===== config.mk =====
export PLATFORM = sky130hd
export DESIGN_NAME = tea_half_cell
export DESIGN_NICKNAME = d
export VERILOG_FILES = /design/src/design/tea_pkg.sv /design/src/design/tea_half_cell.sv
export SDC_FILE = /design/constraint.sdc
export NUM_CORES = 1
export LEC_CHECK = 0
export BUFFER_PORTS_ARGS = -buffer_cell sky130_fd_sc_hd__buf_2
export CAP_MARGIN = 20
export CORE_UTILIZATION = 43
export DETAILED_ROUTE_END_ITERATION = 12
export GPL_TIMING_DRIVEN = 0
export PLACE_DENSITY = 0.63
export REMOVE_ABC_BUFFERS = 1
export SLEW_MARGIN = 20
export SYNTH_ARGS = -nofsm -noshare
export SYNTH_HDL_FRONTEND = slang
export SYNTH_SLANG_ARGS = --single-unit

===== constraint.sdc =====
create_clock -name clk -period 1 [get_ports clk]
set_input_delay 0.15 -clock clk [delete_from_list [all_inputs] [get_ports clk]]
set_output_delay 0.15 -clock clk [all_outputs]
set_load 0.01 [all_outputs]

===== src/design/tea_pkg.sv =====
// tea_pkg: shared types and constants for the tea block cipher unit
// no dependencies; imported by every other file of the block
`timescale 1ns / 1ps

package tea_pkg;

    localparam int unsigned ROUNDS   = 32;
    localparam int unsigned N_CELLS  = 2 * ROUNDS;
    localparam int unsigned WORD_W   = 32;
    localparam int unsigned CFG_IDX_W = 2;

    typedef logic [WORD_W-1:0] word_t;
    typedef word_t [3:0]       key_t;

    localparam word_t DELTA = 32'h9e37_79b9;

    // running sum that decryption starts from, delta times the round count
    localparam logic [63:0] DEC_SUM_FULL = 64'(DELTA) * 64'(ROUNDS);
    localparam word_t       DEC_SUM_INIT = DEC_SUM_FULL[WORD_W-1:0];

    // encryption keeps the sum one delta ahead so each half step uses it as is
    localparam word_t       ENC_SUM_INIT = DELTA;

    typedef enum logic [0:0] {
        OP_ENCRYPT = 1'b0,
        OP_DECRYPT = 1'b1
    } op_t;

    localparam logic [CFG_IDX_W-1:0] CFG_KEY0 = 2'd0;
    localparam logic [CFG_IDX_W-1:0] CFG_KEY1 = 2'd1;
    localparam logic [CFG_IDX_W-1:0] CFG_KEY2 = 2'd2;
    localparam logic [CFG_IDX_W-1:0] CFG_KEY3 = 2'd3;

    typedef struct packed {
        op_t   op;
        word_t v0;
        word_t v1;
        word_t sum;
    } stage_t;

endpackage


===== src/design/tea_half_cell.sv =====
// tea_half_cell: one half round of tea, one register stage
// depends on tea_pkg
`timescale 1ns / 1ps

module tea_half_cell (
    input  logic            clk,
    input  logic            rst_n,
    input  logic            en,
    input  logic            odd_half,
    input  tea_pkg::key_t   key,
    input  logic            in_valid,
    input  tea_pkg::stage_t in_data,
    output logic            out_valid,
    output tea_pkg::stage_t out_data
);
    import tea_pkg::*;

    logic   valid_reg;
    stage_t data_reg;
    stage_t data_next;

    logic  upd_first;
    logic  is_dec;
    word_t x;
    word_t y;
    word_t ka;
    word_t kb;
    word_t mix;
    word_t y_new;

    always_comb
    begin
        is_dec    = (in_data.op == OP_DECRYPT);
        // encrypt touches v0 first, decrypt touches v1 first
        upd_first = (is_dec == odd_half);
        x         = upd_first ? in_data.v1 : in_data.v0;
        y         = upd_first ? in_data.v0 : in_data.v1;
        ka        = upd_first ? key[0] : key[2];
        kb        = upd_first ? key[1] : key[3];
        mix       = ((x << 4) + ka) ^ (x + in_data.sum) ^ ((x >> 5) + kb);
        y_new     = is_dec ? (y - mix) : (y + mix);

        data_next = in_data;
        if (upd_first)
        begin
            data_next.v0 = y_new;
        end
        else
        begin
            data_next.v1 = y_new;
        end
        if (odd_half)
        begin
            data_next.sum = is_dec ? (in_data.sum - DELTA) : (in_data.sum + DELTA);
        end
    end

    always_ff @(posedge clk or negedge rst_n)
    begin
        if (!rst_n)
        begin
            valid_reg <= 1'b0;
        end
        else if (en)
        begin
            valid_reg <= in_valid;
        end
    end

    always_ff @(posedge clk)
    begin
        if (en)
        begin
            data_reg <= data_next;
        end
    end

    assign out_valid = valid_reg;
    assign out_data  = data_reg;

endmodule


Word level (Yosys, flattened, before mapping)
Cells that the tools add are included.
{"block": "word_totals", "romBits": 0, "latch_bits": 0, "regBits": 98, "mem_count": 0, "wordCells": 24, "inputBits": 230, "mem_bits_rw": 0}
{"block": "classes", "n_div": 0, "n_mul": 0, "n_bitwise": 2, "add_sub_neg": 7, "order_cmp": 0, "n_eq_ne": 1, "reduce_logical": 0, "mux": 9, "shifts": 0}
{"operator": "32-bit 2-to-1 mux", "count": 9}
{"operator": "32-bit adder", "count": 3}
{"operator": "32-bit XOR", "count": 2}
{"operator": "27-bit by 32-bit adder with 32-bit output", "count": 1}
{"operator": "32-bit adder (second input constant)", "count": 1}
{"operator": "32-bit subtractor", "count": 1}
{"operator": "32-bit subtractor (second input constant)", "count": 1}
{"operator": "1-bit equality test", "count": 1}

Longest topological paths before layout
{"block": "depth", "ltp_word": 8, "mapped_depth": 33, "mapped_depth_nobuf": 28}

Least setup slack after synthesis
OpenSTA, ideal clock, no wires.
{"block": "synth_path", "path_kind": "input-to-reg", "from": "input odd_half", "to": "register data_reg (netlist bit out_data[95]), data pin", "arrival_time_ps": 6781, "path_slack_ps": -6053, "path_stages": 32, "cell_sequence": "buf_2 -> xnor2_2 -> clkbuf_1 -> clkbuf_1 -> clkbuf_1 -> buf_1 -> nand2_1 -> nand2_1 -> ha_1 -> fa_1 -> a211oi_1 -> o21ai_0 -> o21ai_0 -> o21a_1 -> o21ai_0 -> xnor3_1 -> and2_1 -> and4b_1 -> and2_1 -> a21oi_1 -> xor2_1 -> ha_1 -> nand4_1 -> nor3_1 -> nor3_1 -> o41ai_1 -> a21oi_1 -> o21ai_0 -> a31oi_1 -> xor2_1 -> xnor2_1 -> o221ai_1"}
{"element": "start, declared", "line_no": "tea_half_cell.sv:9", "rtl": "input logic odd_half,"}
{"element": "end signal, assigned", "line_no": "tea_half_cell.sv:74", "rtl": "data_reg <= data_next;"}
{"element": "end, declared", "line_no": "tea_half_cell.sv:19", "rtl": "stage_t data_reg;"}

==> flow_summary.yaml <==
route:
  viasPerCell: 5.73
  vias: 14700
  drt-initial-drc-count: 909
  postRouteWirelength_um: 48600
  wl_per_cell_um: 18.9
  ant_nets: 0
  firstDrtPassIters: 5
  drc_errors: 0
clock_network:
  htree_levels: 3
  cts_buffers: 9
  clock_sinks: 98
  clk_pin_slew_ns: 0.08
  cts_max_path_buffers: 2
  clockRootBuffer: "clkbuf_16"
  clkLatencyLatePin_ns: 0.37
  tritoncts: "yes"
critical_path:
  critPathCaptureType: "flop"
  crit_path_max_incr_delay_ns: 0.34
  cp_max_fo: 8
  worstPathRequired_ns: 1.12
  r2r_cells: 1
  start_kind: "primary input"
  arrival_ns: 6.03
  crit_type: "primary input to flop"
  slowest_stage: "ha_1"
logic_synthesis:
  syn_avg_cell_area_sq_um: 7.90
  synthFlopType: "edfxtp_1"
  ys_top_cells_by_area: "edfxtp_1 21%, ha_1 14%, nand2_1 12%, xnor2_1 11%, o21ai_0 4.3%"
  yosysMostFrequentCell: "nand2_1"
  syn-cell-area_sq_um: 13700
  yosysTopAreaCellShare: 0.213
  syn_inst: 1731
  netlist_top_cells_count: "424 x nand2_1, 165 x xnor2_1, 154 x ha_1"
  synth_area_leader_cell: "edfxtp_1"
  ys_ff_latch: 98
  synth-async-reset-ratio: 0.0102
  yosys_warnings: 0
  yosysSeqAreaShare: 0.215
  yosysUniqueCellTypes: 72
  synth-edff-count: 97
global_routing:
  antenna_found_initial: 1
  grt_max_degree: 63
  track_usage: 0.275
  overflow: 0
  grt_pass1_wl_um: 70200
  grt_pass1_vias: 13400
sta:
  setup_ws_ns: -4.92
  slew_violations: 0
  hold_viol: 0
  final-setup-viol-count: 193
  worstMarginPinSlew_ns: 0.586
  skew_ns: 0
  tns_ns: -278.17
  final.min_clock_period_ns: 5.92
  rsz0062_at_grt: "true"
  finalCritPeriodShare: 5.92
  slew-limit-headroom: 0.606
  fmax_ghz: 0.169
floorplanning:
  die_h_um: 180
  core_region_area_sq_um: 30900
  die-area_sq_um: 32500
  die_w_um: 180
  io_pins: 328
  rows: 64
  floorplan.initialDensity: 0.442
placement:
  numPortBuffers: 327
  hpwl_um: 34500
  placed_cell_area_sq_um: 15900
  placed_cells: 2415
  place_congestion: 0.906
power:
  intPower_uw: 33300
  peakVddDrop_uv: 1410
  p_seq_frac: 0.119
  cellPowerDensity_nw_per_um2: 3140
  switching_power_uw: 28700
  clock_power_share: 0.069
  switching_share: 0.463
  p_leak_uw: 0.00927
  pwr-share-comb: 0.812
final_layout:
  syn_to_final_growth_pct: 44.5
  drive_gt1_frac: 0.381
  nets: 2554
  stdcell_area_sq_um: 19800
  final_cells: 2567
outcome:
  failed_checks: "setup timing"
  outcome: "finished with violations"
hold_path:
  hp-class: "primary input to asynchronous set/reset pin"
flow_run:
  drv_cap: 0
## worst max-delay path: cells and delay by family
family | cells | cell delay [ns]
AO/OA/AOI/OAI | 9 | 1.48
buffers and inverters | 3 | 0.51
XOR/XNOR | 9 | 1.85
AND/OR/NAND/NOR | 7 | 1.40
adder cells (fa/ha/maj) | 2 | 0.63
## cell type report
type	count	area, sq um
repair buffers	472	3340
inverters	41	180
well taps	396	495
clock buffers	11	233
repair inverters	1	16.3
flip-flops and latches	98	2940
diodes	1	2.50
fillers	2554	11200
multi-input cells	1542	12400
clock inverters	5	110
## logic make-up after synthesis
family | count (synthesis) | synth area share
AND/OR/NAND/NOR | 645 | 0.204
multiplexers | 40 | 0.0315
flip-flops | 98 | 0.215
buffers and inverters | 91 | 0.0251
XOR/XNOR | 235 | 0.160
AO/OA/AOI/OAI | 463 | 0.216
adder cells (fa/ha/maj) | 159 | 0.148
## power groups by stage
stage                     combinational (uW)  clock [uW]  sequential (uW)
final                                  50400        4270             7370
after global routing                   53900        4450             7550
after CTS                              41200        4310             7390
after detailed placement               34300           0             7470
after global placement                 33600           0             7500
after floorplan                        25000           0             8380
## metal layers
layer	wire length [um]	global-route usage	vias up
met5	0	0	-
li1	-	-	7089
met1	21500	0.379	6975
met3	3210	0.0243	77
met2	22600	0.454	573
met4	1350	0.0916	0
## metrics by stage
step	util	worst slack, ns	total power (uW)	hold WS [ns]
floorplan	-	-8.10	33400	-0.146
global placement	0.505	-11.70	41100	-0.0754
detailed placement	0.516	-7.74	41700	-0.0742
CTS	0.584	-4.71	52900	0.0666
global route	0.639	-5.17	65900	0.104
finish	0.639	-4.92	62000	0.0750
## flip-flops by register name, indices dropped and copies added (netlist names)
| signal | cells |
|---|---|
| out_valid | 1 |
| out_data | 97 |
## cell usage in the layout (no fill, tap or decap), drive strengths merged, types with 28 or more instances in the layout
master  instances
buf           458
nand2         424
xnor2         167
ha            154
o21ai         121
a21oi         109
edfxtp         97
a21o           75
nor2           74
xor2           60
inv            42
nand3          35
a31oi          28
## final timing paths
kind                              from      endpoint  slack [ns]
min                              rst_n     out_valid        0.08
max in group asynchronous        rst_n     out_valid        0.84
max reg2reg                  out_valid     out_valid        0.26
min in group clk           in_data[31]  out_data[31]        0.09
min reg2reg                  out_valid     out_valid        0.51
max                        in_data[96]  out_data[63]       -4.92
## what timing repair did
| action | CTS | global route |
|---|---|---|
| pin swaps | 91 | 123 |
| setup endpoints to repair | 193 | 194 |
| setup buffers | 56 | 67 |
| endpoints found under the hold margin | 2 | 0 |
| gates resized for setup | 212 | 281 |
| hold buffers | 2 | 0 |
| cloned | 10 | 3 |
Power figures use the tool's default switching activity.
